### src/rtl/core/i2cm_pkg.sv
`default_nettype none
package i2cm_pkg;

  // bus commands carried by an input item
  typedef enum logic [2:0] {
    CMD_NONE  = 3'd0,
    CMD_START = 3'd1,
    CMD_STOP  = 3'd2,
    CMD_WRITE = 3'd3,
    CMD_READ  = 3'd4,
    CMD_WACK  = 3'd5,
    CMD_ACK   = 3'd6,
    CMD_NACK  = 3'd7
  } cmd_t;

  // sequencer phases, one-hot
  typedef enum logic [16:0] {
    PH_IDLE = 17'h00001,
    PH_ST1  = 17'h00002,
    PH_ST2  = 17'h00004,
    PH_ST3  = 17'h00008,
    PH_SP1  = 17'h00010,
    PH_SP2  = 17'h00020,
    PH_AK1  = 17'h00040,
    PH_AK2  = 17'h00080,
    PH_WA1  = 17'h00100,
    PH_WA2  = 17'h00200,
    PH_WAP  = 17'h00400,
    PH_WR1  = 17'h00800,
    PH_WR2  = 17'h01000,
    PH_WR3  = 17'h02000,
    PH_RD0  = 17'h04000,
    PH_RD1  = 17'h08000,
    PH_RD2  = 17'h10000
  } phase_t;

  // register map
  localparam logic REG_DELAY = 1'b0;
  localparam logic REG_POLL  = 1'b1;

  localparam logic [15:0] DELAY_RST = 16'd5;
  localparam logic [7:0]  POLL_RST  = 8'd250;
  localparam int unsigned BITS_PER_BYTE = 8;

  // configuration seen by the sequencer
  typedef struct packed {
    logic [15:0] delay_ticks;
    logic [7:0]  ack_poll_limit;
  } cfg_t;

  // complete sequencer state, also the result of one tick
  typedef struct packed {
    phase_t      phase;
    cmd_t        cur_cmd;
    logic [15:0] dly_cnt;
    logic [3:0]  bit_cnt;
    logic [7:0]  shift;
    logic [7:0]  poll_cnt;
    logic        scl;
    logic        sda;
    logic        sda_en;
    logic        miss;
    logic        done;
    logic [7:0]  rx_byte;
    logic        ack_lvl;
  } seq_st_t;

endpackage
`default_nettype wire

### src/rtl/core/i2c_master_controller.sv
// latency: a result item is offered in the cycle after its tick item is accepted
// throughput: one tick item per cycle while results are taken; the whole bus step is one pass of the
//   phase sequencer between the state registers and the result register
// in_ready stays high while the result register is empty or being taken
// reset (rst_n low, synchronous): bus idle, scl high, sda high and driven,
//   flags and counters cleared, delay_ticks 5, ack_poll_limit 250
`default_nettype none
module i2c_master_controller
  import i2cm_pkg::*;
(
  input  wire logic        clk,
  input  wire logic        rst_n,
  // tick items
  input  wire logic        in_valid,
  output logic             in_ready,
  input  wire logic [2:0]  in_command,
  input  wire logic [7:0]  in_write_data,
  input  wire logic        in_ack_after_read,
  input  wire logic        in_sda_sample,
  // result items
  output logic             out_valid,
  input  wire logic        out_ready,
  output logic             out_scl_level,
  output logic             out_sda_level,
  output logic             out_sda_enable,
  output logic             out_busy_res,
  output logic             out_done_res,
  output logic [7:0]       out_read_byte,
  output logic             out_ack_missing,
  // configuration
  input  wire logic        cfg_psel,
  input  wire logic        cfg_penable,
  input  wire logic        cfg_pwrite,
  input  wire logic [2:0]  cfg_paddr,
  input  wire logic [31:0] cfg_pwdata,
  output logic [31:0]      cfg_prdata,
  output logic             cfg_pready
);

  cfg_t    cfg;
  seq_st_t st_nxt;
  logic    step;
  logic    out_valid_r;
  logic    out_valid_nxt;
  logic    scl_r, sda_r, sda_en_r, busy_r, done_r, miss_r;
  logic [7:0] rd_r;

  assign in_ready = !out_valid_r || out_ready;
  assign step     = in_valid && in_ready;

  i2cm_regs u_regs (
    .clk        (clk),
    .rst_n      (rst_n),
    .cfg_psel   (cfg_psel),
    .cfg_penable(cfg_penable),
    .cfg_pwrite (cfg_pwrite),
    .cfg_paddr  (cfg_paddr),
    .cfg_pwdata (cfg_pwdata),
    .cfg_prdata (cfg_prdata),
    .cfg_pready (cfg_pready),
    .cfg        (cfg)
  );

  i2cm_seq u_seq (
    .clk           (clk),
    .rst_n         (rst_n),
    .step          (step),
    .cfg           (cfg),
    .command       (in_command),
    .write_data    (in_write_data),
    .ack_after_read(in_ack_after_read),
    .sda_sample    (in_sda_sample),
    .st_nxt        (st_nxt)
  );

  // result valid
  always_comb begin
    out_valid_nxt = out_valid_r;
    if (step) begin
      out_valid_nxt = 1'b1;
    end else if (out_ready) begin
      out_valid_nxt = 1'b0;
    end
  end

  always_ff @(posedge clk) begin
    if (!rst_n) begin
      out_valid_r <= 1'b0;
    end else begin
      out_valid_r <= out_valid_nxt;
    end
  end

  // result payload
  always_ff @(posedge clk) begin
    if (step) begin
      scl_r    <= st_nxt.scl;
      sda_r    <= st_nxt.sda;
      sda_en_r <= st_nxt.sda_en;
      busy_r   <= (st_nxt.phase != PH_IDLE);
      done_r   <= st_nxt.done;
      rd_r     <= st_nxt.rx_byte;
      miss_r   <= st_nxt.miss;
    end
  end

  assign out_valid       = out_valid_r;
  assign out_scl_level   = scl_r;
  assign out_sda_level   = sda_r;
  assign out_sda_enable  = sda_en_r;
  assign out_busy_res    = busy_r;
  assign out_done_res    = done_r;
  assign out_read_byte   = rd_r;
  assign out_ack_missing = miss_r;

  // a held result blocks the next tick
  a_block: assert property (@(posedge clk) disable iff (!rst_n)
    (out_valid_r && !out_ready) |-> !in_ready)
    else $error("tick accepted over a waiting result");

  // every accepted tick yields a result next cycle
  a_result: assert property (@(posedge clk) disable iff (!rst_n)
    step |=> out_valid_r)
    else $error("accepted tick gave no result");

  // done and busy never both set in one result
  a_done_busy: assert property (@(posedge clk) disable iff (!rst_n)
    out_valid_r |-> !(done_r && busy_r))
    else $error("done and busy together");

endmodule
`default_nettype wire

### src/rtl/core/i2cm_regs.sv
`default_nettype none
module i2cm_regs
  import i2cm_pkg::*;
(
  input  wire logic        clk,
  input  wire logic        rst_n,
  input  wire logic        cfg_psel,
  input  wire logic        cfg_penable,
  input  wire logic        cfg_pwrite,
  input  wire logic [2:0]  cfg_paddr,
  input  wire logic [31:0] cfg_pwdata,
  output logic [31:0]      cfg_prdata,
  output logic             cfg_pready,
  output cfg_t             cfg
);

  logic [15:0] delay_r;
  logic [7:0]  poll_r;
  logic        wr_en;

  assign cfg_pready = 1'b1;
  assign wr_en = cfg_psel && cfg_penable && cfg_pwrite;

  // register writes
  always_ff @(posedge clk) begin
    if (!rst_n) begin
      delay_r <= DELAY_RST;
      poll_r  <= POLL_RST;
    end else if (wr_en) begin
      if (cfg_paddr[2] == REG_DELAY) begin
        delay_r <= cfg_pwdata[15:0];
      end else begin
        poll_r <= cfg_pwdata[7:0];
      end
    end
  end

  // read back
  always_comb begin
    if (cfg_paddr[2] == REG_POLL) begin
      cfg_prdata = {24'd0, poll_r};
    end else begin
      cfg_prdata = {16'd0, delay_r};
    end
  end

  assign cfg.delay_ticks    = delay_r;
  assign cfg.ack_poll_limit = poll_r;

endmodule
`default_nettype wire

### src/rtl/core/i2cm_seq.sv
`default_nettype none
module i2cm_seq
  import i2cm_pkg::*;
(
  input  wire logic       clk,
  input  wire logic       rst_n,
  input  wire logic       step,
  input  cfg_t            cfg,
  input  wire logic [2:0] command,
  input  wire logic [7:0] write_data,
  input  wire logic       ack_after_read,
  input  wire logic       sda_sample,
  output seq_st_t         st_nxt
);

  seq_st_t     st_r;
  seq_st_t     s;
  logic [15:0] dly_load;
  logic [15:0] dly_dec;
  logic [3:0]  bc_inc;
  logic [7:0]  sh_next;
  logic        lvl;

  // segment length, zero treated as one
  assign dly_load = (cfg.delay_ticks == 16'd0) ? 16'd1 : cfg.delay_ticks;
  assign dly_dec  = (st_r.dly_cnt != 16'd0) ? st_r.dly_cnt - 16'd1 : st_r.dly_cnt;
  assign bc_inc   = st_r.bit_cnt + 4'd1;
  assign sh_next  = {st_r.shift[6:0], 1'b0};
  assign lvl      = st_r.sda;

  // one tick of the sequencer
  always_comb begin
    s = st_r;
    s.done = 1'b0;
    case (st_r.phase)
      PH_IDLE: begin
        if (cmd_t'(command) != CMD_NONE) begin
          s.cur_cmd = cmd_t'(command);
          s.dly_cnt = dly_load;
          s.sda_en  = 1'b1;
          case (cmd_t'(command))
            CMD_START: begin
              s.phase = PH_ST1; s.scl = 1'b1; s.sda = 1'b1;
            end
            CMD_STOP: begin
              s.phase = PH_SP1; s.scl = 1'b1; s.sda = 1'b0;
            end
            CMD_WRITE: begin
              s.shift = write_data; s.bit_cnt = 4'd0;
              s.phase = PH_WR1; s.scl = 1'b0; s.sda = write_data[7];
            end
            CMD_READ: begin
              s.shift = 8'd0; s.bit_cnt = 4'd0; s.ack_lvl = ~ack_after_read;
              s.phase = PH_RD0; s.scl = 1'b0; s.sda = 1'b1; s.sda_en = 1'b0;
            end
            CMD_WACK: begin
              s.phase = PH_WA1; s.sda = 1'b1; s.sda_en = 1'b0;
            end
            CMD_ACK: begin
              s.phase = PH_AK1; s.scl = 1'b0; s.sda = 1'b0;
            end
            default: begin
              s.phase = PH_AK1; s.scl = 1'b0; s.sda = 1'b1;
            end
          endcase
        end
      end
      // ack polling, one sample a tick
      PH_WAP: begin
        if (!sda_sample) begin
          s.miss = 1'b0; s.done = 1'b1; s.phase = PH_IDLE;
          s.scl = 1'b0; s.sda = 1'b1; s.sda_en = 1'b1;
        end else if (st_r.poll_cnt >= cfg.ack_poll_limit) begin
          s.miss = 1'b1; s.phase = PH_SP1; s.dly_cnt = dly_load;
          s.scl = 1'b1; s.sda = 1'b0; s.sda_en = 1'b1;
        end else begin
          s.poll_cnt = st_r.poll_cnt + 8'd1;
        end
      end
      // timed segments
      default: begin
        s.dly_cnt = dly_dec;
        if (dly_dec == 16'd0) begin
          case (st_r.phase)
            PH_ST1: begin
              s.phase = PH_ST2; s.dly_cnt = dly_load;
              s.scl = 1'b1; s.sda = 1'b0; s.sda_en = 1'b1;
            end
            PH_ST2: begin
              s.phase = PH_ST3; s.dly_cnt = dly_load;
              s.scl = 1'b0; s.sda = 1'b0; s.sda_en = 1'b1;
            end
            PH_ST3: begin
              s.phase = PH_IDLE; s.done = 1'b1;
              s.scl = 1'b0; s.sda = 1'b0; s.sda_en = 1'b1;
            end
            PH_SP1: begin
              s.phase = PH_SP2; s.dly_cnt = dly_load;
              s.scl = 1'b1; s.sda = 1'b1; s.sda_en = 1'b1;
            end
            PH_SP2: begin
              s.phase = PH_IDLE; s.done = 1'b1;
              s.scl = 1'b1; s.sda = 1'b1; s.sda_en = 1'b1;
            end
            PH_AK1: begin
              s.phase = PH_AK2; s.dly_cnt = dly_load;
              s.scl = 1'b1; s.sda = lvl; s.sda_en = 1'b1;
            end
            PH_AK2: begin
              s.phase = PH_IDLE; s.done = 1'b1; s.sda = lvl; s.sda_en = 1'b1;
              if (st_r.cur_cmd == CMD_READ) begin
                s.rx_byte = st_r.shift; s.scl = 1'b0;
              end else begin
                s.scl = 1'b1;
              end
            end
            PH_WA1: begin
              s.phase = PH_WA2; s.dly_cnt = dly_load;
              s.scl = 1'b1; s.sda = 1'b1; s.sda_en = 1'b0;
            end
            PH_WA2: begin
              s.phase = PH_WAP; s.poll_cnt = 8'd0;
            end
            PH_WR1: begin
              s.phase = PH_WR2; s.dly_cnt = dly_load;
              s.scl = 1'b1; s.sda = lvl; s.sda_en = 1'b1;
            end
            PH_WR2: begin
              s.phase = PH_WR3; s.dly_cnt = dly_load;
              s.scl = 1'b0; s.sda = lvl; s.sda_en = 1'b1;
            end
            PH_WR3: begin
              s.bit_cnt = bc_inc;
              if (bc_inc >= 4'(BITS_PER_BYTE)) begin
                s.phase = PH_IDLE; s.done = 1'b1;
                s.scl = 1'b0; s.sda = lvl; s.sda_en = 1'b1;
              end else begin
                s.shift = sh_next; s.phase = PH_WR1; s.dly_cnt = dly_load;
                s.scl = 1'b0; s.sda = sh_next[7]; s.sda_en = 1'b1;
              end
            end
            PH_RD0: begin
              s.phase = PH_RD1; s.dly_cnt = dly_load;
              s.scl = 1'b1; s.sda = 1'b1; s.sda_en = 1'b0;
            end
            // sample at the end of scl high
            PH_RD1: begin
              s.shift = {st_r.shift[6:0], sda_sample};
              s.phase = PH_RD2; s.dly_cnt = dly_load;
              s.scl = 1'b0; s.sda = 1'b1; s.sda_en = 1'b0;
            end
            PH_RD2: begin
              s.bit_cnt = bc_inc; s.dly_cnt = dly_load;
              if (bc_inc >= 4'(BITS_PER_BYTE)) begin
                s.phase = PH_AK1;
                s.scl = 1'b0; s.sda = st_r.ack_lvl; s.sda_en = 1'b1;
              end else begin
                s.phase = PH_RD1;
                s.scl = 1'b1; s.sda = 1'b1; s.sda_en = 1'b0;
              end
            end
            default: begin
              s.phase = PH_IDLE;
            end
          endcase
        end
      end
    endcase
  end

  assign st_nxt = s;

  // state advances once per accepted item
  always_ff @(posedge clk) begin
    if (!rst_n) begin
      st_r.phase    <= PH_IDLE;
      st_r.cur_cmd  <= CMD_NONE;
      st_r.dly_cnt  <= 16'd0;
      st_r.bit_cnt  <= 4'd0;
      st_r.shift    <= 8'd0;
      st_r.poll_cnt <= 8'd0;
      st_r.scl      <= 1'b1;
      st_r.sda      <= 1'b1;
      st_r.sda_en   <= 1'b1;
      st_r.miss     <= 1'b0;
      st_r.done     <= 1'b0;
      st_r.rx_byte  <= 8'd0;
      st_r.ack_lvl  <= 1'b0;
    end else if (step) begin
      st_r <= s;
    end
  end

  // done only ever shows with the bus idle
  a_done_idle: assert property (@(posedge clk) disable iff (!rst_n)
    st_r.done |-> (st_r.phase == PH_IDLE))
    else $error("done raised while a command is in progress");

  // no tick, no change of phase
  a_hold: assert property (@(posedge clk) disable iff (!rst_n)
    !step |=> $stable(st_r.phase))
    else $error("phase moved without an accepted item");

  // bit counter never passes one byte
  a_bits: assert property (@(posedge clk) disable iff (!rst_n)
    st_r.bit_cnt <= 4'(BITS_PER_BYTE))
    else $error("bit counter overran");

endmodule
`default_nettype wire
### config.mk
export PLATFORM = sky130hd
export DESIGN_NAME = i2c_master_controller
export DESIGN_NICKNAME = d
export VERILOG_FILES = /design/src/rtl/core/i2cm_pkg.sv /design/src/rtl/core/i2c_master_controller.sv /design/src/rtl/core/i2cm_regs.sv /design/src/rtl/core/i2cm_seq.sv
export SDC_FILE = /design/constraint.sdc
export NUM_CORES = 1
export LEC_CHECK = 0
export BUFFER_PORTS_ARGS = -buffer_cell sky130_fd_sc_hd__buf_2
export CORE_UTILIZATION = 39
export CTS_CLUSTER_SIZE = 28
export DETAILED_ROUTE_END_ITERATION = 6
export GPL_TIMING_DRIVEN = 0
export SLEW_MARGIN = 10
export SYNTH_ARGS = -nofsm -noshare
export SYNTH_HDL_FRONTEND = slang
export SYNTH_SLANG_ARGS = --single-unit
### constraint.sdc
create_clock -name clk -period 3.5 [get_ports clk]
set_clock_uncertainty 0.15 [all_clocks]
set_input_delay 0.35 -clock clk [delete_from_list [all_inputs] [get_ports clk]]
set_output_delay 0.35 -clock clk [all_outputs]
set_load 0.02 [all_outputs]
==> flow_metrics.tcl, run 1 <==
set metrics [dict create \
    outcome "finished, violations left" \
    violations "negative setup slack" \
    cts_tree "yes" \
    ys_seq_area_share_pct 35.4 \
    clockBufferDepth 2 \
    cts_buffers 9 \
    cts_root_buf "clkbuf_16" \
    synth-seq-cells 108 \
    hold_viol_final 0 \
    gp_congestion 0.955 \
    grt_max_degree 24 \
    crit_path_max_fanout 6 \
    fin_ws_ps -213 \
    yosysTopAreaCellShare_pct 29.0 \
    cts.sinks 108 \
    synthXorXnorAreaFrac_pct 1.75 \
    fin_nets 998 \
    coreArea_um2 16100 \
    syn_area_um2 6500 \
    synth_warnings 0 \
    synth_area_leaders "dfxtp_1, edfxtp_1, nand2_1" \
    synthArstFlopShare_pct 0 \
    required_ps 3440 \
    worst_slew_pin_slew_ps 928 \
    drc 0 \
    routed_wl_um 21000 \
    fin_area_um2 7900 \
    portBuffers 66 \
    die_y_um 131 \
    grt.overflow.total 0 \
    setup_viol 3 \
    holdBufCountCts 0 \
    ir_drop_mv 0.245 \
    io_pins 104 \
    antenna_found_initial 0 \
    leakage_uw 0.00310 \
    std_cell_rows 46 \
    max_freq_mhz 269 \
    relSlewSlack_pct 37.7 \
    end_kind "flop" \
    synth_compound_area_share_pct 20.0 \
    grt_pass1_wl_um 32700 \
    p_per_area_nw_per_um2 420 \
    hold_class "in -> reg" \
    clock_latency_ps 370 \
    slew_violations 0 \
    start_kind "flop" \
    die_w_um 131 \
    drv_cap 0 \
    fin_tns_setup_ps -373 \
    final_cells 1153 \
    syn_area_per_cell_um2 7.89 \
    clkSlewWorstSetupHoldPaths_ps 80 \
    synth_top_cell_by_area "dfxtp_1" \
    synth_adder_area_share_pct 2.12 \
    grt_pass1_vias 6071 \
    dp_hpwl_um 14800 \
    fill_cells 1578 \
    drtPass1Iterations 5 \
    drtIter0Drc 659 \
    ys.flop_type "dfxtp_1" \
    wl_per_cell_um 18.2 \
    place_area_um2 7190 \
    multi_input_area_um2 4140 \
    placed_cells 1120 \
    synth.distinct_cells 68 \
    start_util_pct 40.5 \
    muxShareOfSynthArea_pct 5.35 \
    synth_top_family_by_area "simple AND/OR/NAND/NOR gates" \
    rsz0062_at_grt "true" \
    fin_crit_ps 3710 \
    dieArea_um2 17200 \
    cts_max_level 3 \
    final_util_pct 49.2 \
    yosys.area_share.simple_pct 29.0 \
    grt_usage_pct 25.0 \
    crit_arrival_ps 3650 \
    synth_edf_count 14 \
    ant_nets 0 \
    netlist_instances 823 \
    drive_gt1_share_pct 22.4 \
    viasPerCell 5.84 \
    syn2layout_area_growth_pct 21.6 \
    vias 6735 \
    regArea_um2 2310 \
    critPathKind "reg -> reg" \
    post-place-ws_ps -537 \
    fin_crit_sh_pct 106 \
    diodes 0 \
]
report_power, final:
| group | internal (µW) | switching, µW | total (µW) |
|---|---|---|---|
| combinational | 339 | 581 | 920 |
| sequential | 1310 | 57.4 | 1370 |
| clock | 502 | 528 | 1030 |
| total | 2150 | 1170 | 3320 |
per-stage QoR:
stage	power [µW]	hold WS, ps
3_5_place_dp	2170	301
4_1_cts	3250	60.4
6_report	3320	72.8
2_1_floorplan	1950	282
3_3_place_gp	2170	299
5_1_grt	3460	75.4
kinds of logic after synthesis:
kind of cell    Yosys count
xor+xnor                 13
fa+ha+maj                11
mux                      32
simple gates            366
other cells               2
compound gates          204
flops                   108
buf+inv                  87
synth_stat cells, types with 7 or more instances:
| master | instances |
|---|---|
| nor2_1 | 80 |
| or3_1 | 11 |
| buf_4 | 17 |
| edfxtp_1 | 14 |
| clkbuf_1 | 43 |
| xnor2_1 | 7 |
| or4_1 | 8 |
| nand4_1 | 17 |
| o22ai_1 | 7 |
| nor4b_1 | 7 |
| a22oi_1 | 11 |
| mux2i_1 | 10 |
| nor4_1 | 24 |
| nor3_1 | 33 |
| inv_1 | 22 |
| a221oi_1 | 9 |
| o21ai_0 | 36 |
| dfxtp_1 | 94 |
| o211ai_1 | 9 |
| ha_1 | 11 |
| nand2_1 | 105 |
| a211oi_1 | 13 |
| nand3_1 | 24 |
| mux2_2 | 22 |
| nor2b_1 | 14 |
| a21oi_1 | 77 |
| or2_2 | 7 |
| nand2b_1 | 8 |
cell usage in the layout (no fill, tap or decap), types with 17 or more instances in the layout:
| cell type | count |
|---|---|
| clkbuf_1 | 34 |
| nor4_1 | 17 |
| nand4_1 | 17 |
| dfxtp_1 | 91 |
| mux2_2 | 21 |
| buf_2 | 67 |
| nand2_1 | 104 |
| nor3_1 | 25 |
| conb_1 | 17 |
| o21ai_0 | 31 |
| a21oi_1 | 77 |
| buf_4 | 39 |
| nand3_1 | 22 |
| nor2_1 | 79 |
| inv_1 | 20 |
registers in the layout, summed over array words and instances (netlist names):
register         flops
out_busy_res         1
out_sda_enable       1
out_sda_level        1
u_seq.lvl            1
out_scl_level        1
u_regs.poll_r        8
u_seq.sh_next        7
u_regs.delay_r      16
out_valid            1
out_read_byte        8
u_seq.st_r          61
out_done_res         1
out_ack_missing      1
cell type report:
cell class | instances | area share (%)
Multi-Input combinational cell | 644 | 52.4
Sequential cell | 108 | 29.2
Timing Repair Buffer | 88 | 6.27
Buffer | 58 | 3.86
Tap cell | 216 | 3.42
Clock buffer | 9 | 2.85
Inverter | 23 | 1.09
Clock inverter | 7 | 0.934
critical path, cell delays in order (launching register included):
cell       delay [ps]
dfxtp_2           340
inv_2              80
ha_4              140
nor3b_4           300
nand4_1           180
mux2_4            360
or2_4             240
or4_4             530
buf_8             140
or4_4             510
a2111oi_4         290
nand4_1           180
timing repair:
item                                    4_1_cts  5_1_grt
gates resized for setup                      28       29
endpoints found under the setup margin       66       62
pin swaps                                    10        5
cloned                                        0        1
hold endpoints to repair                      0        0
setup buffers                                14        8
layer usage:
metal	vias to the layer above	routed length (µm)	track usage (%)	share of wire, %
met1	3140	9570	36.4	46
met4	0	589	10.5	2.8
li1	3210	-	-	-
met3	46	1740	3.69	8.3
met5	-	0	0	0
met2	339	9090	36.4	43
path summary, 6_finish.rpt:
kind,from,to,slack (ps),cells after the start
worst max register to register,u_seq.st_r[35],out_busy_res,-210,11
worst min-delay path,cfg_pwdata[11],u_regs.delay_r[11],70,3
worst max-delay path,u_seq.st_r[35],out_busy_res,-210,11
worst min register to register,u_seq.st_r[52],u_seq.st_r[52],310,2
Power figures use the tool's default switching activity.
==> inputs of run 2 (changes only) <==
--- a/config.mk
+++ b/config.mk
@@ -10,6 +10,7 @@
 export CTS_CLUSTER_SIZE = 28
 export DETAILED_ROUTE_END_ITERATION = 6
 export GPL_TIMING_DRIVEN = 0
+export RECOVER_POWER = 25
 export SLEW_MARGIN = 10
 export SYNTH_ARGS = -nofsm -noshare
 export SYNTH_HDL_FRONTEND = slang
==> flow_metrics.tcl, run 2 (synthesized netlist as in run 1, its figures left out) <==
set metrics [dict create \
    outcome "finished, violations left" \
    violations "negative setup slack" \
    grt_usage_pct 25.0 \
    required_ps 3440 \
    leakage_uw 0.00305 \
    cts_max_level 3 \
    largest_register_ffs 61 \
    grt.overflow.total 0 \
    post-place-ws_ps -537 \
    combPwrFrac_pct 27.5 \
    ir_drop_mv 0.248 \
    worstPathCellList "inv_2 > ha_4 > nor3b_4 > nand4_1 > mux2_4 > or2_4 > or4_4 > buf_8 > or4_4 > a2111oi_4 > nand4_1" \
    cts_buffers 9 \
    hold_viol_final 0 \
    worst_slew_pin_slew_ps 919 \
    drc 0 \
    cts.sinks 108 \
    power_frac_seq_pct 41.2 \
    portBuffers 66 \
    setup_viol 3 \
    p_sw_uw 1170 \
    layout_common_cells "nand2_1, dfxtp_1, nor2_1, a21oi_1, clkbuf_1" \
    grt_busiest_layer "met2" \
    fin_ws_ps -208 \
    routed_wl_um 20900 \
    max_freq_mhz 270 \
    place_area_um2 7190 \
    die_y_um 131 \
    grt_use_met2_pct 36.4 \
    fin_nets 998 \
    start_util_pct 40.5 \
    dieArea_um2 17200 \
    grt_max_degree 24 \
    diodes 0 \
    cts_root_buf "clkbuf_16" \
    std_cell_rows 46 \
    die_w_um 131 \
    crit_path_max_fanout 6 \
    p_sw_share_pct 35.3 \
    grt_use_met3_pct 3.69 \
    drtPass1Iterations 5 \
    dp_hpwl_um 14800 \
    grt_pass1_wl_um 32700 \
    rsz0062_at_grt "true" \
    io_pins 104 \
    relSlewSlack_pct 38.3 \
    p_per_area_nw_per_um2 421 \
    fin_area_um2 7880 \
    gp_congestion 0.955 \
    hold_class "in -> reg" \
    viasPerCell 5.84 \
    antenna_found_initial 0 \
    gr-usage-met1_pct 36.4 \
    cts_tree "yes" \
    drive_gt1_share_pct 20.5 \
    wl_per_cell_um 18.1 \
    start_kind "flop" \
    crit_buf_inv 2 \
    slew_violations 0 \
    vias 6735 \
    final_common_cell "nand2_1" \
    slowest_delay_ps 530 \
    final_util_pct 49.1 \
    drtIter0Drc 712 \
    end_kind "flop" \
    grt_pass1_vias 6071 \
    clkSlewWorstSetupHoldPaths_ps 80 \
    fin_crit_sh_pct 106 \
    clockPowerShare_pct 31.3 \
    ant_nets 0 \
    cpMaxStageDelayCell "or4_4" \
    clockBufferDepth 2 \
    cp_top_family "simple AND/OR/NAND/NOR gates" \
    top_register "u_seq.st_r" \
    drv_cap 0 \
    critPathKind "reg -> reg" \
    biggestRegsByFlops "u_seq.st_r: 61 flops, u_regs.delay_r: 16 flops" \
    fin_crit_ps 3710 \
    fill_cells 1583 \
    syn2layout_area_growth_pct 21.3 \
    crit_arrival_ps 3650 \
    p_int_uw 2150 \
    coreArea_um2 16100 \
    clock_latency_ps 370 \
]
-- run 2: cell type report --
| type | instances | area, µm² | share of cell area (%) |
|---|---|---|---|
| clock buffers | 9 | 225 | 2.86 |
| plain buffers | 58 | 305 | 3.87 |
| inverters | 23 | 86.3 | 1.10 |
| well taps | 216 | 270 | 3.43 |
| clock inverters | 7 | 73.8 | 0.937 |
| repair buffers | 88 | 474 | 6.02 |
| flip-flops and latches | 108 | 2310 | 29.3 |
| multi-input cells | 644 | 4140 | 52.5 |
-- run 2: what timing repair did --
action                                  in CTS  in global routing
gates resized for setup                     28                 29
hold buffers                                 0                  0
endpoints found under the setup margin      66                 62
gates cloned                                 0                  1
pin swaps                                   10                  5
setup buffers                               14                  8
-- run 2: per-stage QoR --
step	instances	setup TNS [ps]	total power [µW]	hold WS (ps)
6_report	1153	-379	3320	69.3
2_1_floorplan	838	-47.3	1950	282
3_3_place_gp	1120	-21380	2170	299
3_5_place_dp	1120	-17500	2170	301
5_1_grt	1153	-1410	3450	75.4
4_1_cts	1146	-348	3250	60.4
-- run 2: layer usage --
layer | vias up | share of wire, %
met5 | - | 0
met4 | 0 | 3.1
met2 | 309 | 43
met3 | 52 | 7.5
li1 | 3212 | -
met1 | 3162 | 46
-- run 2: power groups by stage --
stage	sequential (µW)	clock [µW]	combinational, µW
finish	1370	1040	914
global route	1380	1090	983
CTS	1370	1050	833
detailed placement	1390	0	779
global placement	1390	0	781
floorplan	1390	0	555
-- run 2: worst paths after layout --
check                           cells after the start  slack [ps]      startpoint                  to
worst min register to register                      2         310  u_seq.st_r[51]      u_seq.st_r[51]
worst min-delay path                                3          70  cfg_pwdata[13]  u_regs.delay_r[13]
worst max-delay path                               11        -210  u_seq.st_r[35]        out_busy_res
worst max register to register                     11        -210  u_seq.st_r[35]        out_busy_res
-- run 2: worst reg2reg max path: stages (launching register included) --
cell       delay, ps
dfxtp_2          340
inv_2             80
ha_4             140
nor3b_4          300
nand4_1          180
mux2_4           360
or2_4            240
or4_4            530
buf_8            140
or4_4            520
a2111oi_4        290
nand4_1          170
